--- src/hdl/tle_pkg.sv ---
`timescale 1ns / 1ps
// Package for the terminal line editor: sizes, key codes and the decoded key command.
// Depends on nothing; used by tle_decode, terminal_line_editor and tle_checker.
package tle_pkg;

  // Line store capacity and the widths derived from it.
  localparam int LINE_CAPACITY = 64;
  localparam int ADDR_W        = $clog2(LINE_CAPACITY);
  localparam int CNT_W         = $clog2(LINE_CAPACITY + 1);
  localparam int LEN_W         = 7;
  localparam int PCNT_W        = 4;
  localparam logic [PCNT_W-1:0] MAX_SEPARATORS = 4'd15;

  // Key codes.
  localparam logic [7:0] KEY_ESC    = 8'h1b;
  localparam logic [7:0] KEY_DEL    = 8'h7f;
  localparam logic [7:0] KEY_CTRL_A = 8'h01;
  localparam logic [7:0] KEY_CTRL_E = 8'h05;
  localparam logic [7:0] KEY_CTRL_U = 8'h15;
  localparam logic [7:0] KEY_LF     = 8'h0a;
  localparam logic [7:0] KEY_CR     = 8'h0d;
  localparam logic [7:0] KEY_LBRACK = 8'h5b;
  localparam logic [7:0] KEY_QMARK  = 8'h3f;
  localparam logic [7:0] KEY_SEMI   = 8'h3b;
  localparam logic [7:0] KEY_LEFT   = 8'h44;
  localparam logic [7:0] KEY_RIGHT  = 8'h43;
  localparam logic [7:0] KEY_TILDE  = 8'h7e;
  localparam logic [7:0] KEY_SPACE  = 8'h20;
  localparam logic [7:0] KEY_ZERO   = 8'h30;
  localparam logic [7:0] KEY_NINE   = 8'h39;

  // Escape parser phases.
  typedef enum logic [1:0] {
    ESC_TEXT   = 2'd0,
    ESC_SEEN   = 2'd1,
    ESC_CSI    = 2'd2,
    ESC_PARAMS = 2'd3
  } esc_phase_t;

  // Editing action requested by one key byte.
  typedef enum logic [3:0] {
    ACT_NONE,
    ACT_LINE_END,
    ACT_INSERT,
    ACT_DELETE_BACK,
    ACT_DELETE_AT,
    ACT_HOME,
    ACT_END,
    ACT_CLEAR,
    ACT_LEFT,
    ACT_RIGHT
  } tle_action_t;

  // Decoder result handed to the editing controller.
  typedef struct packed {
    tle_action_t       action;
    esc_phase_t        phase_next;
    logic [PCNT_W-1:0] pcount_next;
  } tle_cmd_t;

endpackage

--- src/hdl/tle_ram.sv ---
`timescale 1ns / 1ps
// Generic simple dual-port RAM: one write port and one registered read port.
// Depends on nothing.
module tle_ram #(
  parameter int DEPTH = 64,
  parameter int WIDTH = 8
) (
  input  logic                     clk,
  input  logic                     we,
  input  logic [$clog2(DEPTH)-1:0] waddr,
  input  logic [WIDTH-1:0]         wdata,
  input  logic                     re,
  input  logic [$clog2(DEPTH)-1:0] raddr,
  output logic [WIDTH-1:0]         rdata
);

  logic [WIDTH-1:0] mem [DEPTH];

  // Write port.
  always_ff @(posedge clk) begin
    if (we) begin
      mem[waddr] <= wdata;
    end
  end

  // Read port; the data holds while no read is issued.
  always_ff @(posedge clk) begin
    if (re) begin
      rdata <= mem[raddr];
    end
  end

endmodule

--- src/hdl/tle_decode.sv ---
`timescale 1ns / 1ps
// Key decoder: classifies one keyboard byte against the escape parser state.
// Depends on tle_pkg.
module tle_decode (
  input  logic [7:0]                 key_byte,
  input  logic                       end_of_input,
  input  tle_pkg::esc_phase_t        phase,
  input  logic [tle_pkg::PCNT_W-1:0] pcount,
  output tle_pkg::tle_cmd_t          cmd
);
  import tle_pkg::*;

  // Handling of a byte inside the parameter part of a control sequence.
  function automatic tle_cmd_t param_byte(logic [7:0] c, logic [PCNT_W-1:0] pc);
    tle_cmd_t r;
    r.action      = ACT_NONE;
    r.phase_next  = ESC_PARAMS;
    r.pcount_next = pc;
    if (c == KEY_SEMI && pc < MAX_SEPARATORS) begin
      r.pcount_next = pc + 1'b1;
    end else if (c >= KEY_ZERO && c <= KEY_NINE) begin
      r.pcount_next = pc;
    end else begin
      // Final byte closes the sequence; unknown ones do nothing.
      r.phase_next = ESC_TEXT;
      if (c == KEY_LEFT) begin
        r.action = ACT_LEFT;
      end else if (c == KEY_RIGHT) begin
        r.action = ACT_RIGHT;
      end else if (c == KEY_TILDE) begin
        r.action = ACT_DELETE_AT;
      end
    end
    return r;
  endfunction

  always_comb begin
    cmd.action      = ACT_NONE;
    cmd.phase_next  = phase;
    cmd.pcount_next = pcount;
    if (end_of_input || key_byte == KEY_LF || key_byte == KEY_CR) begin
      // Line end overrides any escape sequence in progress.
      cmd.action      = ACT_LINE_END;
      cmd.phase_next  = ESC_TEXT;
      cmd.pcount_next = '0;
    end else begin
      case (phase)
        ESC_TEXT: begin
          if (key_byte == KEY_ESC) begin
            cmd.phase_next = ESC_SEEN;
          end else if (key_byte == KEY_DEL) begin
            cmd.action = ACT_DELETE_BACK;
          end else if (key_byte >= KEY_SPACE && key_byte <= KEY_TILDE) begin
            cmd.action = ACT_INSERT;
          end else if (key_byte == KEY_CTRL_A) begin
            cmd.action = ACT_HOME;
          end else if (key_byte == KEY_CTRL_E) begin
            cmd.action = ACT_END;
          end else if (key_byte == KEY_CTRL_U) begin
            cmd.action = ACT_CLEAR;
          end
        end
        ESC_SEEN: begin
          cmd.phase_next = (key_byte == KEY_LBRACK) ? ESC_CSI : ESC_TEXT;
        end
        ESC_CSI: begin
          // An optional question mark may open the parameters.
          if (key_byte == KEY_QMARK) begin
            cmd.phase_next  = ESC_PARAMS;
            cmd.pcount_next = '0;
          end else begin
            cmd = param_byte(key_byte, '0);
          end
        end
        ESC_PARAMS: begin
          cmd = param_byte(key_byte, pcount);
        end
        default: begin
          cmd.phase_next = ESC_TEXT;
        end
      endcase
    end
  end

endmodule

--- src/hdl/terminal_line_editor.sv ---
`timescale 1ns / 1ps
// Terminal line editor: keeps an editable line of up to LINE_CAPACITY bytes in a RAM.
// Depends on tle_pkg, tle_decode and tle_ram.
//
// The editor takes one keyboard byte per request and, on CR, LF or end of input,
// returns the finished line as one result per byte (a single result with line_empty
// set for an empty line). Cursor moves, escape bytes, ignored bytes and dropped
// inserts finish without leaving the idle state. An insert moves the bytes from the
// cursor to the end of the line up one place and then writes the new byte at the
// cursor; a delete before or at the cursor moves the bytes behind it down one place.
// The line RAM moves one byte per cycle through its single write port. A line end
// reads each byte of the line from the RAM, then loads it into the output register,
// waiting while the output stalls. Requests are refused while an edit or an emission
// is busy; a request that gives no result may be taken while the last result waits.
module terminal_line_editor (
  input  logic       clk,
  input  logic       rst,
  input  logic       in_valid,
  output logic       in_ready,
  input  logic [7:0] key_byte,
  input  logic       end_of_input,
  output logic       out_valid,
  input  logic       out_ready,
  output logic [7:0] line_char,
  output logic [6:0] line_length,
  output logic       line_empty,
  output logic       last_of_line,
  output logic       overflowed,
  output logic       ended_by_eof
);
  import tle_pkg::*;

  typedef enum logic [2:0] {
    S_IDLE,
    S_SHIFT_UP,
    S_SHIFT_DN,
    S_EMIT_RD,
    S_EMIT_WAIT
  } state_t;

  state_t            state;
  esc_phase_t        escape_phase;
  logic [PCNT_W-1:0] param_count;
  logic [CNT_W-1:0]  cursor;
  logic [CNT_W-1:0]  length;
  logic              overflow_seen;
  logic [CNT_W-1:0]  idx;
  logic              pend;
  logic [ADDR_W-1:0] pend_addr;
  logic [7:0]        ins_byte;
  logic [CNT_W-1:0]  emit_len;
  logic              emit_ovf;
  logic              emit_eof;
  logic [CNT_W-1:0]  emit_idx;

  tle_cmd_t          cmd;
  logic              in_fire;
  logic              out_free;
  logic              ram_we;
  logic [ADDR_W-1:0] ram_waddr;
  logic [7:0]        ram_wdata;
  logic              ram_re;
  logic [ADDR_W-1:0] ram_raddr;
  logic [7:0]        ram_rdata;

  assign in_ready = (state == S_IDLE);
  assign in_fire  = in_valid && in_ready;
  assign out_free = !out_valid || out_ready;

  tle_decode u_decode (
    .key_byte     (key_byte),
    .end_of_input (end_of_input),
    .phase        (escape_phase),
    .pcount       (param_count),
    .cmd          (cmd)
  );

  tle_ram #(
    .DEPTH (LINE_CAPACITY),
    .WIDTH (8)
  ) u_ram (
    .clk   (clk),
    .we    (ram_we),
    .waddr (ram_waddr),
    .wdata (ram_wdata),
    .re    (ram_re),
    .raddr (ram_raddr),
    .rdata (ram_rdata)
  );

  // RAM access: a pending move write takes priority over the new byte.
  always_comb begin
    ram_we    = 1'b0;
    ram_waddr = pend_addr;
    ram_wdata = ram_rdata;
    ram_re    = 1'b0;
    ram_raddr = idx[ADDR_W-1:0] - 1'b1;
    case (state)
      S_SHIFT_UP: begin
        if (pend) begin
          ram_we = 1'b1;
        end else if (idx == cursor) begin
          ram_we    = 1'b1;
          ram_waddr = cursor[ADDR_W-1:0];
          ram_wdata = ins_byte;
        end
        ram_re = (idx > cursor);
      end
      S_SHIFT_DN: begin
        ram_we    = pend;
        ram_re    = (idx < length);
        ram_raddr = idx[ADDR_W-1:0];
      end
      S_EMIT_RD: begin
        ram_re    = 1'b1;
        ram_raddr = emit_idx[ADDR_W-1:0];
      end
      default: begin
        ram_re = 1'b0;
      end
    endcase
  end

  // Control state and output register.
  always_ff @(posedge clk) begin
    if (rst) begin
      state         <= S_IDLE;
      escape_phase  <= ESC_TEXT;
      param_count   <= '0;
      cursor        <= '0;
      length        <= '0;
      overflow_seen <= 1'b0;
      pend          <= 1'b0;
      out_valid     <= 1'b0;
    end else begin
      // While a byte of the line waits, the output register is reloaded instead.
      if (out_valid && out_ready && state != S_EMIT_WAIT) begin
        out_valid <= 1'b0;
      end
      case (state)
        S_IDLE: begin
          if (in_fire) begin
            escape_phase <= cmd.phase_next;
            param_count  <= cmd.pcount_next;
            pend         <= 1'b0;
            case (cmd.action)
              ACT_LINE_END: begin
                emit_len      <= length;
                emit_ovf      <= overflow_seen;
                emit_eof      <= end_of_input;
                emit_idx      <= '0;
                cursor        <= '0;
                length        <= '0;
                overflow_seen <= 1'b0;
                state         <= S_EMIT_RD;
              end
              ACT_INSERT: begin
                if (length >= CNT_W'(LINE_CAPACITY)) begin
                  overflow_seen <= 1'b1;
                end else begin
                  idx      <= length;
                  ins_byte <= key_byte;
                  state    <= S_SHIFT_UP;
                end
              end
              ACT_DELETE_BACK: begin
                if (cursor != '0) begin
                  cursor <= cursor - 1'b1;
                  idx    <= cursor;
                  state  <= S_SHIFT_DN;
                end
              end
              ACT_DELETE_AT: begin
                if (cursor < length) begin
                  idx   <= cursor + 1'b1;
                  state <= S_SHIFT_DN;
                end
              end
              ACT_HOME:  cursor <= '0;
              ACT_END:   cursor <= length;
              ACT_CLEAR: begin
                cursor <= '0;
                length <= '0;
              end
              ACT_LEFT: begin
                if (cursor != '0) begin
                  cursor <= cursor - 1'b1;
                end
              end
              ACT_RIGHT: begin
                if (cursor < length) begin
                  cursor <= cursor + 1'b1;
                end
              end
              default: begin
                cursor <= cursor;
              end
            endcase
          end
        end
        // Open a gap at the cursor, moving bytes up from the end of the line.
        S_SHIFT_UP: begin
          if (idx > cursor) begin
            pend      <= 1'b1;
            pend_addr <= idx[ADDR_W-1:0];
            idx       <= idx - 1'b1;
          end else begin
            pend <= 1'b0;
            if (!pend) begin
              cursor <= cursor + 1'b1;
              length <= length + 1'b1;
              state  <= S_IDLE;
            end
          end
        end
        // Close the gap, moving bytes down one place.
        S_SHIFT_DN: begin
          if (idx < length) begin
            pend      <= 1'b1;
            pend_addr <= idx[ADDR_W-1:0] - 1'b1;
            idx       <= idx + 1'b1;
          end else begin
            pend <= 1'b0;
            if (!pend) begin
              length <= length - 1'b1;
              state  <= S_IDLE;
            end
          end
        end
        S_EMIT_RD: begin
          state <= S_EMIT_WAIT;
        end
        // Load one byte of the finished line into the output register.
        S_EMIT_WAIT: begin
          if (out_free) begin
            out_valid    <= 1'b1;
            line_char    <= (emit_len == '0) ? 8'h00 : ram_rdata;
            line_length  <= LEN_W'(emit_len);
            line_empty   <= (emit_len == '0);
            overflowed   <= emit_ovf;
            ended_by_eof <= emit_eof;
            if (emit_idx + 1'b1 >= emit_len) begin
              last_of_line <= 1'b1;
              state        <= S_IDLE;
            end else begin
              last_of_line <= 1'b0;
              emit_idx     <= emit_idx + 1'b1;
              state        <= S_EMIT_RD;
            end
          end
        end
        default: begin
          state <= S_IDLE;
        end
      endcase
    end
  end

endmodule

--- config.mk ---
export PLATFORM = sky130hd
export DESIGN_NAME = terminal_line_editor
export DESIGN_NICKNAME = d
export VERILOG_FILES = /design/src/hdl/tle_pkg.sv /design/src/hdl/tle_ram.sv /design/src/hdl/tle_decode.sv /design/src/hdl/terminal_line_editor.sv
export SDC_FILE = /design/constraint.sdc
export NUM_CORES = 1
export LEC_CHECK = 0
export ABC_AREA = 1
export BUFFER_PORTS_ARGS = -buffer_cell sky130_fd_sc_hd__buf_2
export CORE_ASPECT_RATIO = 0.7
export CORE_MARGIN = 4
export CORE_UTILIZATION = 44
export DETAILED_ROUTE_END_ITERATION = 10
export MAX_ROUTING_LAYER = met4
export PLACE_DENSITY = 0.64
export SETUP_SLACK_MARGIN = 0.5
export SLEW_MARGIN = 20
export SYNTH_ARGS = -nofsm -noshare
export SYNTH_HDL_FRONTEND = slang
export SYNTH_SLANG_ARGS = --single-unit
--- constraint.sdc ---
create_clock -name clk -period 9.32 [get_ports clk]
set_clock_uncertainty 0.1 [all_clocks]
set_input_delay 2.33 -clock clk [delete_from_list [all_inputs] [get_ports clk]]
set_output_delay 2.33 -clock clk [all_outputs]
set_load 0.02 [all_outputs]
# After elaboration in Yosys (flattened, before gate mapping)
# Memory sizes are Yosys's and may differ from the RTL's. A register that Yosys moved wholly into a read port is not among the register bits.
# Cells that the tools add are included.
[totals]
register_bits = 82
ram_bits = 512
in_bits = 13
out_inout_bits = 21
memories = 1
[classes]
n_addsub = 9
n_lt_le_gt_ge = 10
n_eq_ne = 53
n_mux = 85
bitwise = 2
n_reduce_logical = 36
[memory_table]
columns = ["memory", "depth", "width", "rd", "rd_clocked_by_memory_dff", "write_ports", "line_no", "text"]
rows = [
  ["u_ram.mem", 64, 8, 1, 1, 1, "tle_ram.sv:17", "logic [WIDTH-1:0] mem [DEPTH];"],
]
[op_table]
columns = ["operator", "n"]
rows = [
  ["2-to-1 mux 7 bit", 20],
  ["one-hot mux 7 bit (3 select lines)", 3],
  ["2-to-1 mux 6 bit", 9],
  ["equality test 8 x 7 -> 1 bit, second input constant", 5],
  ["2-to-1 mux 4 bit", 9],
  ["2-to-1 mux 3 bit", 10],
  ["adder 7 x 1 -> 7 bit, second input constant", 4],
  ["one-hot mux 7 bit (2 select lines)", 2],
  ["one-hot mux 7 bit (4 select lines)", 1],
  ["2-to-1 mux 8 bit", 3],
  ["one-hot mux 6 bit (2 select lines)", 2],
  ["subtractor 7 x 1 -> 7 bit, second input constant", 3],
  ["inequality test 2 bit, second input constant", 10],
  ["equality test 4 x 3 -> 1 bit, second input constant", 4],
  ["equality test 8 x 4 -> 1 bit, second input constant", 2],
  ["equality test 8 x 5 -> 1 bit, second input constant", 2],
  ["equality test 8 x 6 -> 1 bit, second input constant", 2],
  [">= comparator 8 x 6 -> 1 bit, second input constant", 2],
  ["AND reduction 4 bit", 4],
  ["inequality test 3 bit, second input constant", 5],
  ["one-hot mux 3 bit (5 select lines)", 1],
  ["less-than comparator 7 bit", 2],
  ["AND reduction 7 bit", 2],
  ["2-to-1 mux 1 bit", 13],
  ["other kinds (51)", 75],
]

# Longest topological paths before layout
# Gate-level depths: netlist of run 1.
[depth]
depth_word = 14
ltp_mapped = 19

# Modules after synthesis
# Synthesis of run 1 repeated with hierarchy kept, for this count alone.
[unflattened]
hier_cells = 2649
area_unflattened_um2 = 27495.1
[modules_own_cells]
columns = ["module", "n_inst", "cells_per_inst", "area_per_inst_um2", "seq_area_each_um2"]
rows = [
  ["tle_ram", 1, 1822, 21371.7, 15615.0],
  ["terminal_line_editor", 1, 700, 5496.5, 2202.1],
  ["tle_decode", 1, 127, 626.9, 0.0],
]

# Worst setup path after synthesis of run 1
# OpenSTA, ideal clock, no wires.
[synth_path]
kind = "in2reg"
start = "in key_byte[3]"
end = "reg ins_byte[0], enable pin"
setup_time_ns = 0.395
t_arrival_ns = 4.219
t_required_ns = 8.825
setup_slack_ns = 4.606
cell_stages = 12
n_path_buf = 1
path_cell_list = "buf_2 -> inv_1 -> nand2_1 -> nor2_1 -> nand2_1 -> o21ai_0 -> nand2_1 -> nor2_1 -> nand3_1 -> nor2_1 -> inv_1 -> nor4_1"
[synth_via]
elab_chain_len = 11
word_cells_on_any_way = 38
cone_classes = "4 x order compare; 13 x eq/ne; 15 x mux; 6 x reduce/logical"
[synth_lines]
columns = ["element", "line_no", "text"]
rows = [
  ["start: declaration", "terminal_line_editor.sv:20", "input logic [7:0] key_byte,"],
  ["equality test 8 x 5 -> 1 bit or equality test 8 x 7 -> 1 bit (tied branches)", "tle_decode.sv:59, tle_decode.sv:30", ""],
  ["2-to-1 mux 3 bit, on equally long branches", "tle_decode.sv:59, tle_decode.sv:30", ""],
  ["2-to-1 mux 4 bit, on equally long branches", "tle_decode.sv:57, tle_decode.sv:28", ""],
  ["2-to-1 mux 4 bit, on equally long branches", "tle_decode.sv:55, tle_decode.sv:26", ""],
  ["2-to-1 mux 4 bit or 2-to-1 mux 6 bit (tied branches)", "tle_decode.sv:53, tle_decode.sv:21", ""],
  ["2-to-1 mux 4 bit or 2-to-1 mux 6 bit (tied branches)", "tle_decode.sv:51, tle_decode.sv:19", ""],
  ["2-to-1 mux 4 bit, on equally long branches", "tle_decode.sv:49, tle_decode.sv:68", ""],
  ["one-hot mux 4 bit (3 select lines)", "tle_decode.sv:47", "case (phase)"],
  ["2-to-1 mux 10 bit (*)", "tle_decode.sv:41", "if (end_of_input || key_byte == KEY_LF || key_byte == KEY_CR) begin"],
  ["equality test 4 x 2 -> 1 bit (*)", "terminal_line_editor.sv:146", "case (cmd.action)"],
  ["AND reduction 5 bit (no source line) (*)", "--", ""],
  ["end signal: assignment", "terminal_line_editor.sv:162", "ins_byte <= key_byte;"],
  ["end: declaration", "terminal_line_editor.sv:50", "logic [7:0] ins_byte;"],
]
# Mark *: on every way between the ends. The rest lies on a longest branch, timed or not.
# A chain may end at the register's enable or synchronous reset.

# Worst setup path in the final report of run 1
[layout_path]
start = "reg cursor[4]"
end = "mem u_ram.mem[19][0], enable pin"
[layout_via]
elab_chain_len = 6
word_cells_on_any_way = 9
cone_classes = "1 x eq/ne; 8 x mux"
[layout_lines]
columns = ["element", "line_no", "text"]
rows = [
  ["start: declaration", "terminal_line_editor.sv:44", "logic [CNT_W-1:0] cursor;"],
  ["start signal: assignment", "terminal_line_editor.sv:168", "cursor <= cursor - 1'b1;"],
  ["start signal: assignment", "terminal_line_editor.sv:180", "ACT_END: cursor <= length;"],
  ["start signal: assignment", "terminal_line_editor.sv:187", "cursor <= cursor - 1'b1;"],
  ["equality test 7 bit", "terminal_line_editor.sv:102", "end else if (idx == cursor) begin"],
  ["2-to-1 mux 1 bit", "terminal_line_editor.sv:102", ""],
  ["2-to-1 mux 1 bit", "terminal_line_editor.sv:100", "if (pend) begin"],
  ["one-hot mux 1 bit (2 select lines)", "terminal_line_editor.sv:98", "case (state)"],
  ["2-to-1 mux 1 bit", "tle_ram.sv:21", "if (we) begin"],
  ["2-to-1 mux 1 bit (not written as such)", "tle_ram.sv:22", "mem[waddr] <= wdata;"],
  ["end: declaration", "tle_ram.sv:17", ""],
]
# Several ways; a longest one is shown, not always the timed one.

==> qor.yml, run 1 <==
p_comb_share_pct: 43.5
worstPathMaxFanout: 28
clkLatencyLatePin_ns: 0.63
grt_start_max_net_pins: 131
synth_flop_cell: "edfxtp_1"
vias: 18500
internal_power_uw: 5990
yosys.area.top_type: "edfxtp_1"
routedWlPerCell_um: 21.6
antenna_left: 0
yosys_warnings: 0
area_growth_pct: 10.4
totalWireLength_um: 70400
cts_made_buffers: 58
start_kind: "flip-flop"
rsz0062_at_grt: "false"
synth_top_cell_area_share_pct: 64.0
drc: 0
h-tree-depth: 2
synth_area_leaders: "edfxtp_1, nor2_1, o21ai_0, nand3_1, o211ai_1"
dpl-instance-area_mm2: 0.0279
portBuffers: 33
n_fill_cell: 5265
synth.most_common_cell: "edfxtp_1"
max_cap_viol_count: 0
ctsResizeCount: 0
yosysSeqAreaShare_pct: 66.0
multi_input_area_mm2: 0.00811
peakVddDrop_uv: 291
cts_setup_buffers: 0
place_hpwl_um: 44100
core_region_area_mm2: 0.0603
endpoint_kind: "flip-flop"
drt-initial-drc-count: 2344
cts_tree: "built"
yosys_register_bits: 602
rows: 75
synth_commonest_cells: "edfxtp_1, nor2_1, o21ai_0"
antenna_cells: 0
clk_path_buf_depth: 3
hold_viol: 0
p_sw_share_pct: 42.6
synth-edff-count: 576
cts_sinks: 602
timing.setup.tns_ns: 0
total_leakage_power_uw: 0.0102
grt_pass1_vias: 17000
netlist_area_mm2: 0.0270
netlist-cell-type-count: 49
max_stage_delay_ns: 0.76
cp_cell_sequence: "inv_1 > ha_1 > nand2_1 > nor3_2 > nand4_1 > nor2_2 > nand2_2 > o21ai_1 > inv_1 > nor3_2 > nand2_1 > nor2_1"
clk_pin_slew_ns: 0.06
cp.required_ns: 9.47
clock.fmax_mhz: 203
start_util_pct: 44.8
grt_pass1_wl_um: 107000
worstSetupPathType: "reg2reg"
finalSetupViolations: 0
dpl_worst_slack_ns: 3.95
worst_pin_slew_ns: 1.05
postLayoutCellArea_mm2: 0.0298
avgSynthCellArea_um2: 11.3
crit_path_top_delay_cell: "nor2_1"
status: "finished, final reports clean"
fin_crit_sh_pct: 53.0
p_per_area_mw_per_mm2: 350
max_slew_margin_pct: 29.5
synth_cells: 2399
syn_nets: 2462
via_per_inst: 5.68
pwr-share-seq_pct: 33.9
p_switching_uw: 4440
fp.dieH_um: 215
seqCellArea_mm2: 0.0178
grt_overflow: 0
grt_usage_pct: 21.6
ys_async_sr_fraction_pct: 0
power.share.clock_pct: 22.5
cts_hold_buf: 0
arrival_ns: 5.09
ios: 34
hold_path.class: "reg2reg"
root_buffer: "clkbuf_16"
layout-drive-gt1-share_pct: 9.51
final_nets: 2464
setup_slack_ns: 4.38
dieArea_mm2: 0.0655
final_max_slew_viol_count: 0
min_period_ns: 4.94
antenna_found_initial: 0
gp_congestion: 0.941
die_w_um: 304
drtPass1Iterations: 5
-- worst paths after layout --
check / start / endpoint / slack (ns) / depth (start not counted)
max: cursor[4] / u_ram.mem[19][0] / 4.38 / 12
min: emit_ovf / overflowed / 0.32 / 0
max reg2reg: cursor[4] / u_ram.mem[19][0] / 4.38 / 12
min reg2reg: emit_ovf / overflowed / 0.32 / 0
-- flip-flops by register name, indices dropped and copies added, names as in the netlist --
register	flops
out_valid	1
last_of_line	1
length	7
emit_idx	7
u_ram.mem	512
u_ram.rdata	8
pend	1
line_char	8
overflowed	1
pend_addr	6
emit_eof	1
escape_phase	2
ins_byte	8
cursor	7
emit_ovf	1
overflow_seen	1
state	3
line_length	7
idx	7
emit_len	7
line_empty	1
param_count	4
ended_by_eof	1
-- cells in the final DEF, fill, tap and decap left out, drive strengths merged, types with 5 or more instances in the layout --
cell type | Yosys | routed
nand4 | 15 | 15
o21ai | 291 | 291
or2 | 48 | 48
o22ai | 5 | 5
a21oi | 67 | 67
inv | 151 | 154
edfxtp | 576 | 576
xor2 | 22 | 22
nor3 | 17 | 17
nand3 | 215 | 215
ha | 48 | 48
nand3b | 5 | 5
bufinv | 0 | 5
buf | 84 | 61
nor2 | 450 | 450
dfxtp | 26 | 26
clkinv | 2 | 29
nand2 | 184 | 184
clkbuf | 35 | 70
o211ai | 135 | 135
-- cells by family (layout without fill, tap and decap cells) --
group,after synthesis,in the layout,share of synthesized area [%]
adder cells (fa/ha/maj),50,50,2.37
buffers and inverters,272,323,4.49
flip-flops,602,602,66.0
AND/OR/NAND/NOR,939,939,15.3
XOR/XNOR,25,25,0.811
AO/OA/AOI/OAI,511,511,11.0
-- metal layers --
layer  GRT usage, %  up-vias  share of wire (%)
met1           34.1     8986                 48
met2           28.6      836                 41
li1               -     8586                  -
met3           4.65      103                9.9
met5              -        -                  0
met4           4.30        0                1.7
-- stage by stage --
step	hold WS (ns)	total power [uW]	cells	utilization, %
2_1_floorplan	0.300	6670	2399	-
3_3_place_gp	0.314	8000	3149	46.2
3_5_place_dp	0.310	8090	3149	46.2
4_1_cts	0.315	10400	3258	49.4
5_1_grt	0.322	11100	3258	49.4
6_report	0.320	10400	3258	49.4
-- final cells by class --
| cell class | count | share of cell area, % |
|---|---|---|
| Multi-Input combinational cell | 1525 | 27.2 |
| Tap cell | 808 | 3.39 |
| Timing Repair Buffer | 61 | 1.30 |
| Clock buffer | 70 | 5.15 |
| Sequential cell | 602 | 59.8 |
| Inverter | 153 | 1.95 |
| Clock inverter | 39 | 1.24 |
-- power groups by stage --
| stage | Sequential, uW | Clock (uW) | Combinational [uW] |
|---|---|---|---|
| after floorplan | 3580 | 0 | 3090 |
| after global placement | 3590 | 0 | 4410 |
| after detailed placement | 3600 | 0 | 4500 |
| after CTS | 3540 | 2390 | 4510 |
| after global routing | 3550 | 2510 | 5010 |
| final | 3540 | 2350 | 4540 |
-- worst max-delay path: cells and delay by family (launching register included) --
kind / cells / cell delay, ns
flops: 1 / 0.55
compound gates: 1 / 0.50
buf+inv: 2 / 0.48
fa+ha+maj: 1 / 0.36
simple gates: 8 / 2.54
Note: power is estimated with default switching activity, not from simulation.
==> run 2, diff against run 1 <==
- clock period: 9.32 -> 4.8 ns (I/O delays scaled with it)
==> run 2 against run 1 <==
Highest routed layer unchanged. Setup slack got worse by 3.8 ns. Die area did not move. Sequential share of layout area is 0.96 points lower. Utilization is 0.80 points higher. Flip-flop and latch count unchanged. Cell count increased by 1.2%. First-iteration DRC count is 7.8% higher. Global-route usage is 0.78 points higher. Critical path type unchanged.
==> qor.yml, run 2 (synthesis results as in run 1) <==
status: "finished, final reports clean"
clkLatencyLatePin_ns: 0.63  # about the same
endpoint_kind: "flip-flop"
finalSetupViolations: 0  # unchanged
cts_hold_buf: 0  # unchanged
top_register: "u_ram.mem"
cts_tree: "built"
cts_sinks: 602  # unchanged
grt_start_max_net_pins: 156  # +19%
core_region_area_mm2: 0.0603  # unchanged
root_buffer: "clkbuf_16"
clock.fmax_mhz: 239  # +18%
worstSetupPathType: "reg2reg"
postLayoutCellArea_mm2: 0.0303  # +1.6%
fp.dieH_um: 215  # unchanged
grt_overflow: 0  # unchanged
peakVddDrop_uv: 712  # +140%
ios: 34  # unchanged
drc: 0  # unchanged
met1_usage_pct: 35.0  # +0.94 points
pwr-share-seq_pct: 33.1  # -0.8 points
dpl-instance-area_mm2: 0.0283  # +1.5%
grt_pass1_wl_um: 111000  # +3.8%
grt_usage_pct: 22.4  # +0.78 points
hold_viol: 0  # unchanged
ff2ff_setup_slack_ns: 0.62  # -3.77 ns
internal_power_uw: 11900  # +99%
power.share.clock_pct: 22.5  # about the same
die_w_um: 304  # unchanged
total_leakage_power_uw: 0.0104  # +2.5%
layout-drive-gt1-share_pct: 11.2  # +1.7 points
place_hpwl_um: 46800  # +6.1%
clk_path_buf_depth: 3  # unchanged
antenna_left: 0  # unchanged
busiest_layer: "met1"
fin_cells: 3297  # +1.2%
r2r_cells: 12  # unchanged
clk_pin_slew_ns: 0.07  # about the same
final_nets: 2502  # +1.5%
start_kind: "flip-flop"
dieArea_mm2: 0.0655  # unchanged
portBuffers: 33  # unchanged
grtUsageMet3_pct: 5.06  # +0.41 points
drtPass1Iterations: 5  # unchanged
dp_cells: 3187  # +1.2%
p_switching_uw: 8840  # +99%
grt.met2_usage_pct: 30.0  # +1.4 points
reg2reg_from: "cursor[4]"
cp.required_ns: 4.96  # -4.51 ns
rsz0062_at_grt: "true"
routedWlPerCell_um: 22.1  # +2.1%
via_per_inst: 5.67  # -0.18%
start_util_pct: 44.8  # unchanged
antenna_found_initial: 0  # unchanged
min_period_ns: 4.18  # -0.754 ns
worstPathMaxFanout: 12  # -57%
regToRegEndpoint: "u_ram.mem[16][6]"
timing.setup.tns_ns: 0  # unchanged
max_slew_margin_pct: 29.0  # -0.51 points
n_fill_cell: 5308  # +0.82%
fin_crit_sh_pct: 87.1  # +34 points
max_cap_viol_count: 0  # unchanged
area_growth_pct: 12.2
vias: 18700  # +1.0%
drt-initial-drc-count: 2528  # +7.8%
gp_congestion: 0.929  # -1.2%
largest_reg_flops: 512  # unchanged
grt_pass1_vias: 17700  # +3.7%
p_per_area_mw_per_mm2: 685  # +96%
mostFrequentLayoutCells: "edfxtp_1, nor2_1, o21ai_0, nand3_1, nand2_1"
p_comb_share_pct: 44.4  # +0.9 points
crit_start: "cursor[4]"
rows: 75  # unchanged
cts_made_buffers: 58  # unchanged
hold_path.class: "reg2reg"
holdPathStages: 0  # unchanged
worst_pin_slew_ns: 1.06  # +0.00920 ns
h-tree-depth: 2  # unchanged
hp-start: "emit_eof"
arrival_ns: 4.35  # -0.74 ns
antenna_cells: 0  # unchanged
totalWireLength_um: 72800  # +3.3%
layout_commonest_cell: "edfxtp_1"
final_max_slew_viol_count: 0  # unchanged
p_sw_share_pct: 42.6  # about the same
hold_end: "ended_by_eof"
-- run 2: worst max path at each step --
| stage | endpoint | cells past startpoint |
|---|---|---|
| final | u_ram.mem[16][6] | 12 |
| after floorplan | u_ram.mem[0][5] | 11 |
| after global placement | u_ram.mem[16][4] | 13 |
| after detailed placement | u_ram.mem[16][6] | 13 |
| after global routing | u_ram.mem[56][6] | 13 |
| after CTS | u_ram.mem[16][6] | 13 |
-- run 2: area by class of cell --
| type | instances | area, um^2 | share of cell area (%) |
|---|---|---|---|
| Sequential cell | 602 | 17800 | 58.8 |
| Multi-Input combinational cell | 1525 | 8130 | 26.8 |
| Clock buffer | 69 | 1540 | 5.07 |
| Tap cell | 808 | 1010 | 3.34 |
| Timing Repair Buffer | 99 | 811 | 2.68 |
| Inverter | 153 | 582 | 1.92 |
| Clock inverter | 41 | 409 | 1.35 |
-- run 2: what timing repair did --
action | in CTS | in global routing
gates resized for setup | 0 | 12
setup endpoints to repair | 0 | 143
buffers inserted | 0 | 0
-- run 2: per-stage QoR --
step / util, % / total power (uW) / worst slack [ns] / hold WS (ns)
2_1_floorplan: - / 12900 / 0.450 / 0.300
3_3_place_gp: 46.9 / 16000 / 0.828 / 0.302
3_5_place_dp: 46.9 / 16100 / 0.686 / 0.311
4_1_cts: 50.2 / 20700 / 0.678 / 0.320
5_1_grt: 50.2 / 22000 / 0.372 / 0.340
6_report: 50.2 / 20800 / 0.617 / 0.323
-- run 2: per-layer routing --
metal / part of all wire (%) / vias to the layer above
li1: - / 8683
met1: 47 / 9072
met2: 41 / 852
met4: 1.4 / 0
met3: 11 / 91
met5: 0 / -
-- run 2: power groups by stage --
stage	sequential (uW)	combinational, uW	clock (uW)
final	6860	9220	4670
after global routing	6870	10100	4980
after CTS	6860	9120	4740
after detailed placement	6970	9100	0
after global placement	6970	9020	0
after floorplan	6950	5990	0
-- run 2: worst max-delay path, stage by stage (launching register included) --
cell and delay [ns]:
dfxtp_1 0.52, inv_1 0.17, ha_1 0.34, nand2_1 0.08
nor3_2 0.16, nand4_1 0.20, nor2_2 0.17, nand2_2 0.19
o21ai_1 0.37, inv_1 0.25, nor3_2 0.23, nand2_1 0.35
nor2_1 0.69
